## config.mk

```make
export PLATFORM = sky130hd
export DESIGN_NAME = active_expired_priority_task_scheduler_unit
export DESIGN_NICKNAME = d
export VERILOG_FILES = /design/src/sv/aeps_pkg.sv /design/src/sv/aeps_ctrl.sv /design/src/sv/aeps_dp.sv /design/src/sv/active_expired_priority_task_scheduler_unit.sv
export SDC_FILE = /design/constraint.sdc
export NUM_CORES = 2
export LEC_CHECK = 0
export BUFFER_PORTS_ARGS = -buffer_cell sky130_fd_sc_hd__buf_4
export CELL_PAD_IN_SITES_DETAIL_PLACEMENT = 2
export CELL_PAD_IN_SITES_GLOBAL_PLACEMENT = 2
export CORE_ASPECT_RATIO = 0.5
export CORE_UTILIZATION = 40
export DETAILED_ROUTE_END_ITERATION = 12
export HOLD_SLACK_MARGIN = 0.05
export PLACE_DENSITY_LB_ADDON = 0.1
export SKIP_CTS_REPAIR_TIMING = 1
export SLEW_MARGIN = 15
export SYNTH_ARGS = -nofsm -noshare
export SYNTH_HDL_FRONTEND = slang
export SYNTH_HIERARCHICAL = 1
export SYNTH_SLANG_ARGS = --single-unit
export TNS_END_PERCENT = 30
```

## constraint.sdc

```tcl
create_clock -name clk -period 12.45 [get_ports clk]
set_input_delay 2.49 -clock clk [delete_from_list [all_inputs] [get_ports clk]]
set_output_delay 2.49 -clock clk [all_outputs]
set_load 0.02 [all_outputs]
```

## src/sv/aeps_pkg.sv

```systemverilog
// ----------------------------------------------------------------------------
// aeps_pkg
// Shared types, codes and helpers of the active/expired priority scheduler.
// ----------------------------------------------------------------------------
package aeps_pkg;

    localparam int MAX_TASKS_DEF   = 16;
    localparam int PRIO_LEVELS_DEF = 40;
    localparam int NICE_BASE       = 100;
    localparam logic [7:0] DEF_QUANTUM = 8'd2;

    // Operation codes of the input item.
    localparam logic [2:0] FN_CREATE = 3'd0;
    localparam logic [2:0] FN_TICK   = 3'd1;
    localparam logic [2:0] FN_BLOCK  = 3'd2;
    localparam logic [2:0] FN_NICE   = 3'd3;
    localparam logic [2:0] FN_KILL   = 3'd4;

    // Result status codes.
    localparam logic [1:0] ST_OK      = 2'd0;
    localparam logic [1:0] ST_IGNORED = 2'd1;
    localparam logic [1:0] ST_FULL    = 2'd2;
    localparam logic [1:0] ST_NONE    = 2'd3;

    typedef enum logic [1:0] {
        RS_READY    = 2'd0,
        RS_RUN      = 2'd1,
        RS_BLOCKED  = 2'd2,
        RS_RBLOCKED = 2'd3
    } run_state_t;

    typedef enum logic [4:0] {
        OP_NONE,
        OP_ACCEPT,
        OP_FULL,
        OP_CREATE,
        OP_ENQ_RD,
        OP_ENQ_WR,
        OP_SC_INIT,
        OP_SWAP0,
        OP_Q_RD,
        OP_LOAD_HEAD,
        OP_LVL_INC,
        OP_SET_INC,
        OP_SC_BLK,
        OP_SC_NEXT,
        OP_TK_UPD,
        OP_TK_EXP,
        OP_TK_END,
        OP_F_HIT,
        OP_F_STEP,
        OP_BLOCK,
        OP_OK,
        OP_NICE_EQ,
        OP_UNL_RD,
        OP_UNL_WR,
        OP_SWAP,
        OP_KILL_END,
        OP_LOAD_OUT
    } dp_op_t;

    typedef struct packed {
        logic [2:0] func;
        logic       kself;
        logic       nlev_ok;
        logic       run_nil;
        logic       free_none;
        logic       sp_nil;
        logic       sp_blocked;
        logic       sp_match;
        logic       ticks_zero;
        logic       lvl_last;
        logic       set_one;
        logic       nice_same;
        logic       hd_nil;
        logic       out_busy;
    } dp_stat_t;

    // Quantum granted to a task, saturated to eight bits.
    function automatic logic [7:0] quantum(input logic [15:0] id, input logic [7:0] live,
                                           input logic [7:0] dq);
        logic [9:0] q;
        if (id == 16'd0) q = 10'd2 + {1'b0, live, 1'b0};
        else if (id == 16'd1) q = 10'd1;
        else if (id == 16'd2) q = 10'd2 + {2'b00, live};
        else q = {2'b00, dq};
        return (q > 10'd255) ? 8'hFF : q[7:0];
    endfunction

endpackage

```

## src/sv/aeps_ctrl.sv

```systemverilog
// ----------------------------------------------------------------------------
// aeps_ctrl
// Sequencer of the scheduler: walks queues and chains one step per cycle.
// ----------------------------------------------------------------------------
module aeps_ctrl (
    input  logic              clk,
    input  logic              rst_n,
    input  logic              in_valid,
    output logic              in_ready,
    input  aeps_pkg::dp_stat_t stat,
    output aeps_pkg::dp_op_t  op
);
    import aeps_pkg::*;

    typedef enum logic [4:0] {
        S_IDLE, S_DISP, S_CR, S_EQ0, S_EQ1, S_SC0, S_SC1, S_SC2, S_SC3,
        S_TK1, S_TK2, S_TK3, S_TK4, S_TK5, S_TKE, S_FI0, S_FI1, S_FI2,
        S_BLK, S_NI, S_NI1, S_UN0, S_UN1, S_KL0, S_KL1, S_KL2, S_KLE, S_FIN
    } state_t;

    state_t state_reg, state_next;
    state_t enq_ret_reg, enq_ret_next;
    state_t scan_ret_reg, scan_ret_next;
    state_t unl_ret_reg, unl_ret_next;

    assign in_ready = (state_reg == S_IDLE);

    always_comb
    begin
        state_next    = state_reg;
        enq_ret_next  = enq_ret_reg;
        scan_ret_next = scan_ret_reg;
        unl_ret_next  = unl_ret_reg;
        op            = OP_NONE;
        unique case (state_reg)
            S_IDLE:
            begin
                if (in_valid)
                begin
                    op         = OP_ACCEPT;
                    state_next = S_DISP;
                end
            end
            S_DISP:
            begin
                unique case (stat.func)
                    FN_CREATE: state_next = S_CR;
                    FN_TICK:
                    begin
                        op            = OP_SC_INIT;
                        scan_ret_next = S_TK1;
                        state_next    = S_SC0;
                    end
                    FN_BLOCK:
                    begin
                        op         = OP_SC_INIT;
                        state_next = S_FI0;
                    end
                    FN_NICE:
                    begin
                        if (stat.nlev_ok)
                        begin
                            op         = OP_SC_INIT;
                            state_next = S_FI0;
                        end
                        else state_next = S_FIN;
                    end
                    FN_KILL:
                    begin
                        if (stat.kself && stat.run_nil) state_next = S_FIN;
                        else
                        begin
                            op         = OP_SC_INIT;
                            state_next = S_FI0;
                        end
                    end
                    default: state_next = S_FIN;
                endcase
            end
            S_CR:
            begin
                if (stat.free_none)
                begin
                    op         = OP_FULL;
                    state_next = S_FIN;
                end
                else
                begin
                    op           = OP_CREATE;
                    enq_ret_next = S_FIN;
                    state_next   = S_EQ0;
                end
            end
            S_EQ0:
            begin
                op         = OP_ENQ_RD;
                state_next = S_EQ1;
            end
            S_EQ1:
            begin
                op         = OP_ENQ_WR;
                state_next = enq_ret_reg;
            end
            S_SC0:
            begin
                op         = OP_Q_RD;
                state_next = S_SC1;
            end
            S_SC1:
            begin
                op         = OP_LOAD_HEAD;
                state_next = S_SC2;
            end
            S_SC2:
            begin
                if (stat.sp_nil)
                begin
                    if (stat.lvl_last) state_next = scan_ret_reg;
                    else
                    begin
                        op         = OP_LVL_INC;
                        state_next = S_SC0;
                    end
                end
                else if (stat.sp_blocked)
                begin
                    // Blocked heads leave for the expired set before the search goes on.
                    op           = OP_SC_BLK;
                    enq_ret_next = S_SC3;
                    state_next   = S_EQ0;
                end
                else state_next = scan_ret_reg;
            end
            S_SC3:
            begin
                op         = OP_SC_NEXT;
                state_next = S_SC2;
            end
            S_TK1:
            begin
                if (stat.sp_nil)
                begin
                    op            = OP_SWAP0;
                    scan_ret_next = S_TK2;
                    state_next    = S_SC0;
                end
                else state_next = S_TK2;
            end
            S_TK2:
            begin
                if (stat.sp_nil) state_next = S_TKE;
                else
                begin
                    op         = OP_TK_UPD;
                    state_next = S_TK3;
                end
            end
            S_TK3:
            begin
                if (stat.ticks_zero)
                begin
                    op           = OP_TK_EXP;
                    enq_ret_next = S_TK4;
                    state_next   = S_EQ0;
                end
                else state_next = S_TKE;
            end
            S_TK4:
            begin
                scan_ret_next = S_TK5;
                state_next    = S_SC0;
            end
            S_TK5:
            begin
                if (stat.sp_nil)
                begin
                    op            = OP_SWAP0;
                    scan_ret_next = S_TKE;
                    state_next    = S_SC0;
                end
                else state_next = S_TKE;
            end
            S_TKE:
            begin
                op         = OP_TK_END;
                state_next = S_FIN;
            end
            S_FI0:
            begin
                op         = OP_Q_RD;
                state_next = S_FI1;
            end
            S_FI1:
            begin
                op         = OP_LOAD_HEAD;
                state_next = S_FI2;
            end
            S_FI2:
            begin
                if (stat.sp_nil)
                begin
                    if (!stat.lvl_last)
                    begin
                        op         = OP_LVL_INC;
                        state_next = S_FI0;
                    end
                    else if (!stat.set_one)
                    begin
                        op         = OP_SET_INC;
                        state_next = S_FI0;
                    end
                    else state_next = S_FIN;
                end
                else if (stat.sp_match)
                begin
                    op = OP_F_HIT;
                    if (stat.func == FN_BLOCK) state_next = S_BLK;
                    else if (stat.func == FN_NICE) state_next = S_NI;
                    else
                    begin
                        unl_ret_next = S_KL0;
                        state_next   = S_UN0;
                    end
                end
                else
                begin
                    op         = OP_F_STEP;
                    state_next = S_FI2;
                end
            end
            S_BLK:
            begin
                op         = OP_BLOCK;
                state_next = S_FIN;
            end
            S_NI:
            begin
                if (stat.nice_same)
                begin
                    op         = OP_OK;
                    state_next = S_FIN;
                end
                else
                begin
                    unl_ret_next = S_NI1;
                    state_next   = S_UN0;
                end
            end
            S_NI1:
            begin
                op           = OP_NICE_EQ;
                enq_ret_next = S_FIN;
                state_next   = S_EQ0;
            end
            S_UN0:
            begin
                op         = OP_UNL_RD;
                state_next = S_UN1;
            end
            S_UN1:
            begin
                op         = OP_UNL_WR;
                state_next = unl_ret_reg;
            end
            S_KL0:
            begin
                op         = OP_SC_INIT;
                state_next = S_KL1;
            end
            S_KL1:
            begin
                op         = OP_Q_RD;
                state_next = S_KL2;
            end
            S_KL2:
            begin
                if (!stat.hd_nil) state_next = S_KLE;
                else if (stat.lvl_last)
                begin
                    op         = OP_SWAP;
                    state_next = S_KLE;
                end
                else
                begin
                    op         = OP_LVL_INC;
                    state_next = S_KL1;
                end
            end
            S_KLE:
            begin
                op         = OP_KILL_END;
                state_next = S_FIN;
            end
            S_FIN:
            begin
                if (!stat.out_busy)
                begin
                    op         = OP_LOAD_OUT;
                    state_next = S_IDLE;
                end
            end
            default: state_next = S_IDLE;
        endcase
    end

    always_ff @(posedge clk or negedge rst_n)
    begin
        if (!rst_n)
        begin
            state_reg    <= S_IDLE;
            enq_ret_reg  <= S_FIN;
            scan_ret_reg <= S_FIN;
            unl_ret_reg  <= S_FIN;
        end
        else
        begin
            state_reg    <= state_next;
            enq_ret_reg  <= enq_ret_next;
            scan_ret_reg <= scan_ret_next;
            unl_ret_reg  <= unl_ret_next;
        end
    end

endmodule

```

## src/sv/aeps_dp.sv

```systemverilog
// ----------------------------------------------------------------------------
// aeps_dp
// Datapath: slot table, queue head/tail memories, cursors and result registers.
// ----------------------------------------------------------------------------
module aeps_dp #(
    parameter int MAX_TASKS   = 16,
    parameter int PRIO_LEVELS = 40
) (
    input  logic               clk,
    input  logic               rst_n,
    input  aeps_pkg::dp_op_t   op,
    output aeps_pkg::dp_stat_t stat,
    input  logic [2:0]         func,
    input  logic [15:0]        task_id,
    input  logic               kill_self,
    input  logic [63:0]        context_word,
    input  logic [7:0]         nice_level,
    input  logic               yield_now,
    input  logic               cfg_we,
    input  logic [7:0]         cfg_wdata,
    output logic               out_valid,
    input  logic               out_ready,
    output logic [1:0]         status,
    output logic [15:0]        result_id,
    output logic [63:0]        next_context,
    output logic               reschedule
);
    import aeps_pkg::*;

    localparam int SW = $clog2(MAX_TASKS);
    localparam int PW = $clog2(MAX_TASKS + 1);
    localparam int LW = (PRIO_LEVELS > 1) ? $clog2(PRIO_LEVELS) : 1;
    localparam int NQ = 2 * PRIO_LEVELS;
    localparam int QW = $clog2(NQ);
    localparam logic [PW-1:0] NIL = PW'(MAX_TASKS);

    function automatic logic [QW-1:0] qidx(input logic b, input logic [LW-1:0] l);
        return b ? (QW'(PRIO_LEVELS) + QW'(l)) : QW'(l);
    endfunction

    // Latched item and result.
    logic [2:0]  func_reg;
    logic [15:0] tid_reg;
    logic        kself_reg;
    logic [63:0] ctx_reg;
    logic [7:0]  nlev_reg;
    logic        yld_reg;
    logic [1:0]  rs_reg;
    logic [15:0] rid_reg;
    logic [63:0] rctx_reg;
    logic        rres_reg;
    logic        ov_reg;
    logic [1:0]  ost_reg;
    logic [15:0] oid_reg;
    logic [63:0] octx_reg;
    logic        ores_reg;

    // Scheduler state.
    logic [7:0]    dq_reg;
    logic          bank_reg;
    logic [15:0]   idc_reg;
    logic [PW-1:0] live_reg, run_reg;

    // Cursors.
    logic [PW-1:0] sp_reg, prev_reg, nx_reg;
    logic [LW-1:0] lvl_reg, flvl_reg;
    logic          set_reg, fset_reg;
    logic [QW-1:0] fq_reg, eq_reg;

    // Slot table.
    logic          sv_reg   [MAX_TASKS];
    logic [15:0]   sid_reg  [MAX_TASKS];
    run_state_t    sst_reg  [MAX_TASKS];
    logic [7:0]    stk_reg  [MAX_TASKS];
    logic [63:0]   sctx_reg [MAX_TASKS];
    logic [PW-1:0] slk_reg  [MAX_TASKS];

    // Queue memories with per-entry valid bits; an unwritten entry reads as null.
    logic [PW-1:0] head_reg [NQ];
    logic [PW-1:0] tail_reg [NQ];
    logic          hv_reg   [NQ];
    logic          tv_reg   [NQ];
    logic [PW-1:0] hd_raw_reg, tl_raw_reg;
    logic          hd_vld_reg, tl_vld_reg;

    logic [PW-1:0] hd, tl, free_slot, c_lk;
    logic [SW-1:0] sp_i, tl_i, prev_i, free_i;
    logic [15:0]   c_id;
    run_state_t    c_st;
    logic [7:0]    c_tk, quant, quant_new, live8;
    logic [63:0]   c_ctx;
    logic [QW-1:0] qa, ra;
    logic [LW-1:0] nl;
    logic          rd_en, hw_en, tw_en;
    logic [QW-1:0] hw_a, tw_a;
    logic [PW-1:0] hw_d, tw_d;

    assign hd     = hd_vld_reg ? hd_raw_reg : NIL;
    assign tl     = tl_vld_reg ? tl_raw_reg : NIL;
    assign sp_i   = sp_reg[SW-1:0];
    assign tl_i   = tl[SW-1:0];
    assign prev_i = prev_reg[SW-1:0];
    assign free_i = free_slot[SW-1:0];
    assign c_id   = sid_reg[sp_i];
    assign c_st   = sst_reg[sp_i];
    assign c_tk   = stk_reg[sp_i];
    assign c_ctx  = sctx_reg[sp_i];
    assign c_lk   = slk_reg[sp_i];
    assign live8  = 8'(live_reg);
    assign quant     = quantum(c_id, live8, dq_reg);
    assign quant_new = quantum(idc_reg, live8, dq_reg);
    assign qa = qidx(bank_reg ^ set_reg, lvl_reg);
    assign nl = LW'(nlev_reg - 8'(NICE_BASE));

    always_comb
    begin
        free_slot = NIL;
        for (int i = MAX_TASKS - 1; i >= 0; i--)
            if (!sv_reg[i]) free_slot = PW'(i);
    end

    assign rd_en = (op == OP_Q_RD) || (op == OP_ENQ_RD) || (op == OP_UNL_RD);

    always_comb
    begin
        unique case (op)
            OP_ENQ_RD: ra = eq_reg;
            OP_UNL_RD: ra = fq_reg;
            default:   ra = qa;
        endcase
    end

    always_comb
    begin
        hw_en = 1'b0;
        hw_a  = qa;
        hw_d  = NIL;
        tw_en = 1'b0;
        tw_a  = qa;
        tw_d  = NIL;
        unique case (op)
            OP_ENQ_WR:
            begin
                hw_a  = eq_reg;
                hw_d  = sp_reg;
                hw_en = (tl == NIL);
                tw_a  = eq_reg;
                tw_d  = sp_reg;
                tw_en = 1'b1;
            end
            OP_SC_BLK, OP_TK_EXP:
            begin
                // Pop the head of the current active queue.
                hw_d  = c_lk;
                hw_en = 1'b1;
                tw_en = (c_lk == NIL);
            end
            OP_UNL_WR:
            begin
                hw_a  = fq_reg;
                hw_d  = c_lk;
                hw_en = (prev_reg == NIL);
                tw_a  = fq_reg;
                tw_d  = prev_reg;
                tw_en = (tl == sp_reg);
            end
            default: ;
        endcase
    end

    always_ff @(posedge clk)
    begin
        if (hw_en) head_reg[hw_a] <= hw_d;
        if (tw_en) tail_reg[tw_a] <= tw_d;
        if (rd_en)
        begin
            hd_raw_reg <= head_reg[ra];
            tl_raw_reg <= tail_reg[ra];
        end
    end

    // Control state with reset.
    always_ff @(posedge clk or negedge rst_n)
    begin
        if (!rst_n)
        begin
            for (int i = 0; i < NQ; i++)
            begin
                hv_reg[i] <= 1'b0;
                tv_reg[i] <= 1'b0;
            end
            for (int i = 0; i < MAX_TASKS; i++) sv_reg[i] <= 1'b0;
            hd_vld_reg <= 1'b0;
            tl_vld_reg <= 1'b0;
            dq_reg     <= DEF_QUANTUM;
            bank_reg   <= 1'b0;
            idc_reg    <= 16'd0;
            live_reg   <= '0;
            run_reg    <= NIL;
            ov_reg     <= 1'b0;
        end
        else
        begin
            if (cfg_we) dq_reg <= cfg_wdata;
            if (hw_en) hv_reg[hw_a] <= 1'b1;
            if (tw_en) tv_reg[tw_a] <= 1'b1;
            if (rd_en)
            begin
                hd_vld_reg <= hv_reg[ra];
                tl_vld_reg <= tv_reg[ra];
            end
            if (op == OP_LOAD_OUT) ov_reg <= 1'b1;
            else if (out_ready) ov_reg <= 1'b0;
            unique case (op)
                OP_CREATE:
                begin
                    sv_reg[free_i] <= 1'b1;
                    idc_reg        <= idc_reg + 16'd1;
                    live_reg       <= live_reg + PW'(1);
                end
                OP_SWAP0, OP_SWAP: bank_reg <= ~bank_reg;
                OP_TK_END: run_reg <= sp_reg;
                OP_KILL_END:
                begin
                    sv_reg[sp_i] <= 1'b0;
                    if (live_reg != '0) live_reg <= live_reg - PW'(1);
                    if (run_reg == sp_reg) run_reg <= NIL;
                end
                default: ;
            endcase
        end
    end

    // Payload and table contents.
    always_ff @(posedge clk)
    begin
        unique case (op)
            OP_ACCEPT:
            begin
                func_reg  <= func;
                tid_reg   <= task_id;
                kself_reg <= kill_self;
                ctx_reg   <= context_word;
                nlev_reg  <= nice_level;
                yld_reg   <= yield_now;
                rs_reg    <= ST_IGNORED;
                rid_reg   <= 16'd0;
                rctx_reg  <= 64'd0;
                rres_reg  <= 1'b0;
            end
            OP_FULL: rs_reg <= ST_FULL;
            OP_CREATE:
            begin
                sp_reg           <= free_slot;
                sid_reg[free_i]  <= idc_reg;
                sctx_reg[free_i] <= ctx_reg;
                stk_reg[free_i]  <= quant_new;
                sst_reg[free_i]  <= RS_READY;
                rid_reg          <= idc_reg;
                rs_reg           <= ST_OK;
                eq_reg           <= qidx(bank_reg, '0);
            end
            OP_ENQ_RD: slk_reg[sp_i] <= NIL;
            OP_ENQ_WR: if (tl != NIL) slk_reg[tl_i] <= sp_reg;
            OP_SC_INIT:
            begin
                lvl_reg  <= '0;
                set_reg  <= 1'b0;
                prev_reg <= NIL;
            end
            OP_SWAP0: lvl_reg <= '0;
            OP_LOAD_HEAD:
            begin
                sp_reg   <= hd;
                prev_reg <= NIL;
            end
            OP_LVL_INC: lvl_reg <= lvl_reg + LW'(1);
            OP_SET_INC:
            begin
                set_reg <= 1'b1;
                lvl_reg <= '0;
            end
            OP_SC_BLK:
            begin
                // A task blocked while running keeps the context it was stopped with.
                if (c_st == RS_RBLOCKED) sctx_reg[sp_i] <= ctx_reg;
                nx_reg        <= c_lk;
                stk_reg[sp_i] <= quant;
                sst_reg[sp_i] <= RS_BLOCKED;
                eq_reg        <= qidx(~bank_reg, lvl_reg);
            end
            OP_SC_NEXT: sp_reg <= nx_reg;
            OP_TK_UPD:
            begin
                if (c_st == RS_RUN)
                begin
                    if (c_tk != 8'd0) stk_reg[sp_i] <= c_tk - 8'd1;
                    sctx_reg[sp_i] <= ctx_reg;
                end
                else sst_reg[sp_i] <= RS_RUN;
            end
            OP_TK_EXP:
            begin
                stk_reg[sp_i] <= quant;
                sst_reg[sp_i] <= RS_READY;
                eq_reg        <= qidx(~bank_reg, lvl_reg);
            end
            OP_TK_END:
            begin
                if (sp_reg != NIL)
                begin
                    sst_reg[sp_i] <= RS_RUN;
                    rs_reg        <= ST_OK;
                    rid_reg       <= c_id;
                    rctx_reg      <= c_ctx;
                end
                else rs_reg <= ST_NONE;
            end
            OP_F_HIT:
            begin
                fset_reg <= set_reg;
                flvl_reg <= lvl_reg;
                fq_reg   <= qa;
            end
            OP_F_STEP:
            begin
                prev_reg <= sp_reg;
                sp_reg   <= c_lk;
            end
            OP_BLOCK:
            begin
                case (c_st)
                    RS_READY:
                    begin
                        sst_reg[sp_i] <= RS_BLOCKED;
                        rs_reg        <= ST_OK;
                    end
                    RS_BLOCKED:
                    begin
                        sst_reg[sp_i] <= RS_READY;
                        rs_reg        <= ST_OK;
                    end
                    RS_RUN:
                    begin
                        sst_reg[sp_i] <= RS_RBLOCKED;
                        rs_reg        <= ST_OK;
                        rres_reg      <= yld_reg;
                    end
                    default: ;
                endcase
            end
            OP_OK: rs_reg <= ST_OK;
            OP_NICE_EQ:
            begin
                rs_reg <= ST_OK;
                eq_reg <= qidx(bank_reg ^ fset_reg, nl);
            end
            OP_UNL_WR: if (prev_reg != NIL) slk_reg[prev_i] <= c_lk;
            OP_KILL_END:
            begin
                rs_reg   <= ST_OK;
                rres_reg <= (c_st == RS_RUN);
            end
            OP_LOAD_OUT:
            begin
                ost_reg  <= rs_reg;
                oid_reg  <= rid_reg;
                octx_reg <= rctx_reg;
                ores_reg <= rres_reg;
            end
            default: ;
        endcase
    end

    always_comb
    begin
        stat.func       = func_reg;
        stat.kself      = kself_reg;
        stat.nlev_ok    = (nlev_reg >= 8'(NICE_BASE)) &&
                          ({1'b0, nlev_reg} < 9'(NICE_BASE + PRIO_LEVELS));
        stat.run_nil    = (run_reg == NIL);
        stat.free_none  = (free_slot == NIL);
        stat.sp_nil     = (sp_reg == NIL);
        stat.sp_blocked = (c_st == RS_BLOCKED) || (c_st == RS_RBLOCKED);
        stat.sp_match   = ((func_reg == FN_KILL) && kself_reg) ? (sp_reg == run_reg)
                                                               : (c_id == tid_reg);
        stat.ticks_zero = (c_tk == 8'd0);
        stat.lvl_last   = (lvl_reg == LW'(PRIO_LEVELS - 1));
        stat.set_one    = set_reg;
        stat.nice_same  = (flvl_reg == nl);
        stat.hd_nil     = (hd == NIL);
        stat.out_busy   = ov_reg && !out_ready;
    end

    assign out_valid    = ov_reg;
    assign status       = ost_reg;
    assign result_id    = oid_reg;
    assign next_context = octx_reg;
    assign reschedule   = ores_reg;

endmodule

```

## src/sv/active_expired_priority_task_scheduler_unit.sv

```systemverilog
// ----------------------------------------------------------------------------
// active_expired_priority_task_scheduler_unit
// Task scheduler with active and expired banks of FIFO priority queues.
// ----------------------------------------------------------------------------
// One item is processed at a time; the next is taken once the result is staged.
// Create claims a free slot and appends it to an active queue. Tick scans the queue
// levels (both banks when they swap), moves blocked heads to the expired set and
// re-queues the running task when it expires. Block, nice and kill search the queues
// and walk each chain task by task; kill then checks the active levels for a swap.
// One queue read a cycle. Reset clears all tables at once through valid bits.
module active_expired_priority_task_scheduler_unit #(
    parameter int MAX_TASKS   = aeps_pkg::MAX_TASKS_DEF,
    parameter int PRIO_LEVELS = aeps_pkg::PRIO_LEVELS_DEF
) (
    input  logic        clk,
    input  logic        rst_n,
    input  logic        in_valid,
    output logic        in_ready,
    input  logic [2:0]  func,
    input  logic [15:0] task_id,
    input  logic        kill_self,
    input  logic [63:0] context_word,
    input  logic [7:0]  nice_level,
    input  logic        yield_now,
    output logic        out_valid,
    input  logic        out_ready,
    output logic [1:0]  status,
    output logic [15:0] result_id,
    output logic [63:0] next_context,
    output logic        reschedule,
    input  logic        cfg_we,
    input  logic [7:0]  cfg_wdata
);
    import aeps_pkg::*;

    dp_op_t   op;
    dp_stat_t stat;

    aeps_ctrl u_ctrl (
        .clk      (clk),
        .rst_n    (rst_n),
        .in_valid (in_valid),
        .in_ready (in_ready),
        .stat     (stat),
        .op       (op)
    );

    aeps_dp #(
        .MAX_TASKS   (MAX_TASKS),
        .PRIO_LEVELS (PRIO_LEVELS)
    ) u_dp (
        .clk          (clk),
        .rst_n        (rst_n),
        .op           (op),
        .stat         (stat),
        .func         (func),
        .task_id      (task_id),
        .kill_self    (kill_self),
        .context_word (context_word),
        .nice_level   (nice_level),
        .yield_now    (yield_now),
        .cfg_we       (cfg_we),
        .cfg_wdata    (cfg_wdata),
        .out_valid    (out_valid),
        .out_ready    (out_ready),
        .status       (status),
        .result_id    (result_id),
        .next_context (next_context),
        .reschedule   (reschedule)
    );

    // A transfer in starts work, so the block is busy in the following cycle.
    a_busy_after_accept: assert property (@(posedge clk) disable iff (!rst_n)
        in_valid && in_ready |=> !in_ready)
        else $error("input taken while an item is in progress");

    a_none_has_no_task: assert property (@(posedge clk) disable iff (!rst_n)
        out_valid && (status == ST_NONE) |-> (result_id == 16'd0) && (next_context == 64'd0))
        else $error("nothing-runnable result carries a task");

    a_resched_ok: assert property (@(posedge clk) disable iff (!rst_n)
        out_valid && reschedule |-> status == ST_OK)
        else $error("reschedule flagged on a failed operation");

endmodule

```

; ---- Yosys cells after proc, flatten, opt, wreduce, memory -nomap -nowiden
; Memories as Yosys holds them, arrays and structs flattened. A register that Yosys moved wholly into a read port is not among the register bits.
; Index checks and enable logic that the tools add are counted.
[word_totals]
reg_bits = 536
ramBits = 2320
inputBits = 106
word_cells = 620
mem_count = 7
[op_classes]
n_addsub = 10
n_lt_le_gt_ge = 11
n_eq_ne = 99
muxes = 199
bitwise_logic = 21
reduce_logical = 62
[mem_list]
columns = memory, words, width, read_ports, rd_ports_with_merged_regs, wr, line
row1 = u_dp.sctx_reg, 16, 64, 1, 1, 1, aeps_dp.sv:75  ; logic [63:0] sctx_reg [MAX_TASKS];
row2 = u_dp.head_reg, 80, 5, 1, 1, 1, aeps_dp.sv:79  ; logic [PW-1:0] head_reg [NQ];
row3 = u_dp.tail_reg, 80, 5, 1, 1, 1, aeps_dp.sv:80  ; logic [PW-1:0] tail_reg [NQ];
row4 = u_dp.sid_reg, 16, 16, 1, 1, 1, aeps_dp.sv:72  ; logic [15:0] sid_reg [MAX_TASKS];
row5 = u_dp.stk_reg, 16, 8, 1, 1, 1, aeps_dp.sv:74  ; logic [7:0] stk_reg [MAX_TASKS];
row6 = u_dp.slk_reg, 16, 5, 1, 1, 1, aeps_dp.sv:76  ; logic [PW-1:0] slk_reg [MAX_TASKS];
row7 = 1 more memories, n/a, n/a, n/a, n/a, n/a, n/a
[ops]
columns = operator, count
row1 = 5-bit two-way mux, 55
row2 = 64-bit two-way mux, 3
row3 = 80-bit bitwise OR, 2
row4 = "5-bit equality test, second input constant", 30
row5 = 64-bit one-hot mux with 2 select lines, 1
row6 = 5-bit one-hot mux with 25 select lines, 1
row7 = 5-bit one-hot mux with 23 select lines, 1
row8 = "5-bit by 4-bit equality test with 1-bit output, second input constant", 16
row9 = 4-bit two-way mux, 19
row10 = 64-bit OR reduction, 1
row11 = 1-bit two-way mux, 60
row12 = 10-bit two-way mux, 6
row13 = 5-bit one-hot mux with 2 select lines, 6
row14 = 5-bit one-hot mux with 4 select lines, 3
row15 = 16-bit one-hot mux with 3 select lines, 1
row16 = "5-bit by 3-bit equality test with 1-bit output, second input constant", 8
row17 = 8-bit two-way mux, 5
row18 = "16-bit by 1-bit equality test with 1-bit output, second input constant", 2
row19 = "16-bit by 2-bit equality test with 1-bit output, second input constant", 2
row20 = 16-bit logical NOT, 2
row21 = 16-bit one-hot mux with 2 select lines, 1
row22 = "2-bit != test, second input constant", 15
row23 = 7-bit one-hot mux with 2 select lines, 2
row24 = 5-bit one-hot mux with 5 select lines, 1
row25 = other kinds (72), 159

; ---- Depth between registers and ports, before layout
[logic_depth]
depth_word = 30
mapped_depth = 31
depth_no_buf = 19

; ---- Cells and area by module
; The synthesis kept the hierarchy.
[modules_own_cells]
columns = mod, n_inst, cells_each, area_each_um2, seq_area_each_um2
row1 = aeps_dp, 1, 6511, 111962.4, 84383.4
row2 = aeps_ctrl, 1, 250, 1744.2, 357.8

; ---- Worst setup path after synthesis
; OpenSTA, ideal clock, no wires.
[synth_path]
path_type = register -> register
start = reg (tool-made name)
end = reg u_dp.ov_reg, in the netlist u_dp/out_valid
setup_ps = 116
t_arrival_ps = 13632
required_time_ps = 12334
slack_ps = -1297
path_stages_with_launch = 22
path_cell_list = dfxtp_1 clkbuf_1 buf_2 buf_2 buf_2 clkbuf_1 clkbuf_1 mux4_2 mux4_2 inv_1 ha_1 nand4_1 inv_1 nand3_1 nand3_1 and3b_1 o2111ai_1 clkbuf_1 nand2_1 clkbuf_1 nor4b_1 or2_2
[synth_rtl]
columns = item, line
row1 = "end signal, assigned", aeps_dp.sv:200  ; ov_reg <= 1'b0;
row2 = "end signal, assigned", aeps_dp.sv:212  ; if (op == OP_LOAD_OUT) ov_reg <= 1'b1;
row3 = "end signal, assigned", aeps_dp.sv:213  ; else if (out_ready) ov_reg <= 1'b0;
row4 = "end, declared", aeps_dp.sv:52  ; logic ov_reg;

==> results by group <==
Timing
  • Final Max Tran Viols: 0
  • TNS Setup: 0 ns
  • Measured slew at the worst slew-check pin: 1.17 ns
  • Final setup skew: 0.0521 ns
  • Fmax achieved: 99.0 MHz
  • RSZ-0062 raised after global routing: false
  • Final Hold Fails: 0
  • Slew margin rel.: 0.208
  • Fin crit period: 10.10 ns
  • Tcrit/Tclk final: 0.811
  • Setup violators final: 0

Yosys
  • Synth warnings: 6
  • Post-synth EDFFs: 2629
  • Post-synthesis cell type count: 89
  • Top FF cell, synth: edfxtp_1
  • Mapped cell area: 114000 um^2
  • Register bit total from synthesis: 2861
  • Syn_area_per_cell: 16.8 um^2
  • Synth Net Count: 6886
  • Register area share after synthesis: 0.745
  • Post-synthesis async set-or-reset flop share: 0.0797
  • Synth Instances: 6761

Finish
  • Most common cell after layout, fill and taps aside: edfxtp_1
  • Area Overhead vs Synth: 12.9%
  • Most frequent cells in the layout: 2629 x edfxtp_1, 897 x nand2_1, 473 x mux4_2
  • Fillers: 25900
  • Max reg flops: 1024
  • Ratio of cells with drive above 1 in the final layout: 0.195
  • Nets: 7090

Floorplan
  • Die Footprint: 287000 um^2
  • Top Ports: 191
  • Site Rows: 137
  • Die Height: 379 um
  • Initial core utilization: 0.405
  • Core area: 281000 um^2
  • Chip width: 756 um

Power
  • Pleak: 42.6 nW
  • Design Power: 35.1 mW
  • Peak VDD IR: 0.244 mV
  • Power per standard cell area: 273 nW/um^2

Route
  • Avg WL per Cell: 32.7 um
  • Post-route ant nets: 0
  • DRT Pass-1 Iters: 5
  • Via count: 64100
  • Via/cell ratio: 5.86
  • Initial DRC count: 5726
  • DRC viols: 0
  • Final wirelength: 358000 um

Clocking
  • Max clock buf depth: 4
  • Clk slew on worst S/H paths: 0.07 ns
  • Num CTS Buffers: 272
  • CTS sink cnt: 2861
  • Worst skew pair latency: 0.89 ns
  • CTS tree: done
  • CTS Root Cell: clkbuf_16
  • H-tree depth: 5

GRT
  • Global-route wire length before repair: 513000 um
  • Pin count of the biggest net entering global routing: 152
  • Global-route usage over all layers: 0.247
  • Grt total ovfl: 0
  • Vias in the first global route: 69200
  • Initial antenna violation count: 28

Critical path
  • Worst path bufs/invs: 5
  • Peak fanout along the critical path: 65
  • Req. time, crit path: 13.24 ns
  • Reg-to-reg slack, setup: 2.35 ns
  • Most used cell, CP: buf_4
  • CP max-delay cell: dfxtp_4
  • CP startpoint kind: flop
  • Crit-path cells: buf_4 > buf_4 > mux4_2 > mux4_2 > inv_1 > ha_1 > nand4_1 > inv_1 > nand3_1 > nand2_1 > a21oi_1 > nand3_1 > or3b_2 > o32a_2 > and2_4 > buf_4 > nand2_1 > and3_1 > a311oi_1 > a211oi_1 > a2111oi_0 > o32a_1
  • Delay-heaviest family, CP: simple AND/OR/NAND/NOR gates
  • Crit Path Class: flop to flop
  • Worst stage delay on the critical path: 1.01 ns
  • CP Capture Type: flop
  • Arr. time, crit path: 10.89 ns

Outcome
  • Status: complete, no violations

Placement
  • DP Wirelength: 216000 um
  • GP Congestion: 0.813
  • PortBufs: 190

Min path
  • Worst min path class: flop to flop

Job
  • Max cap viols: 0
cell type report:
class                      instances  area [um^2]  area share
inverter                          46          173     0.00134
multi-input combinational       3448        27600       0.215
clock buffer                     356         7370      0.0574
timing repair buffer             336         2690      0.0209
tap                             3753         4700      0.0366
clock inverter                   132         1130     0.00879
sequential                      2861        84800       0.660
antenna                            5         12.5   0.0000974
metrics by stage:
| stage | cells | util | worst slack (ns) | instance area (um^2) | hold slack [ns] |
|---|---|---|---|---|---|
| floorplan | 6761 | - | 2.26 | 114000 | 0.400 |
| global placement | 10400 | 0.427 | 2.56 | 120000 | 0.400 |
| detailed placement | 10400 | 0.427 | 2.35 | 120000 | 0.405 |
| CTS | 10900 | 0.457 | 2.31 | 128000 | 0.415 |
| global route | 10900 | 0.457 | 1.52 | 128000 | 0.423 |
| finish | 10900 | 0.457 | 2.35 | 128000 | 0.411 |
worst paths after layout:
check / startpoint / to / cells after the start
worst max register to register: flop / u_dp/hd_vld_reg / 22
min in group asynchronous: rst_n / u_dp/hv_reg[77] / 1
worst min-delay path: u_dp/rctx_reg[22] / u_dp/next_context[22] / 0
worst min register to register: u_dp/rctx_reg[22] / u_dp/next_context[22] / 0
worst max-delay path: flop / u_dp/hd_vld_reg / 22
max in group asynchronous: rst_n / u_dp/hv_reg[76] / 2
synth_stat cells, drive strengths merged, types with 19 or more instances:
| cell | number | share of area |
|---|---|---|
| edfxtp | 2629 | 0.69 |
| nand2 | 913 | 0.030 |
| mux4 | 473 | 0.094 |
| nor2 | 317 | 0.011 |
| clkbuf | 265 | 0.0087 |
| nand3 | 254 | 0.011 |
| dfrtp | 220 | 0.048 |
| a311oi | 178 | 0.014 |
| or2 | 175 | 0.0096 |
| buf | 141 | 0.0055 |
| a211oi | 131 | 0.0087 |
| o21ai | 122 | 0.0054 |
| and3 | 121 | 0.0067 |
| and2 | 112 | 0.0062 |
| a21oi | 90 | 0.0041 |
| a31oi | 70 | 0.0039 |
| xnor2 | 48 | 0.0037 |
| inv | 45 | 0.0015 |
| nor3 | 32 | 0.0014 |
| nand2b | 29 | 0.0017 |
| nor2b | 27 | 0.0015 |
| xor2 | 26 | 0.0020 |
| a22o | 22 | 0.0017 |
| nand4 | 21 | 0.0012 |
| o21a | 19 | 0.0013 |
cell families after synthesis:
kind of cell / count (synthesis) / synth area share
compound gates: 785 / 0.0499
xor+xnor: 74 / 0.00570
simple gates: 2068 / 0.0847
mux: 502 / 0.0965
buf+inv: 452 / 0.0158
flops: 2861 / 0.745
fa+ha+maj: 19 / 0.00216
report_power, final:
part	internal, mW	switching, mW
clock	4.52	3.76
sequential	12.5	1.08
combinational	4.12	9.05
worst reg2reg max path, stage by stage, from the launching register on:
cell       delay, ns
dfxtp_4         1.01
buf_4           0.71
buf_4           0.90
mux4_2          0.45
mux4_2          0.49
inv_1           0.12
ha_1            0.15
nand4_1         0.35
inv_1           0.20
nand3_1         0.16
nand2_1         0.13
a21oi_1         0.05
nand3_1         0.57
or3b_2          0.42
o32a_2          0.79
and2_4          0.87
buf_4           0.79
nand2_1         0.11
and3_1          0.18
a311oi_1        0.37
a211oi_1        0.10
a2111oi_0       0.81
o32a_1          0.28
routing by layer:
layer	up-vias	share of wire	track usage
met3	403	0.045	0.0320
met1	35200	0.45	0.350
met5	-	0.000073	0
li1	26900	-	-
met4	4	0.018	0.0469
met2	1611	0.49	0.416
No activity file was read; power rests on OpenSTA's default activity.
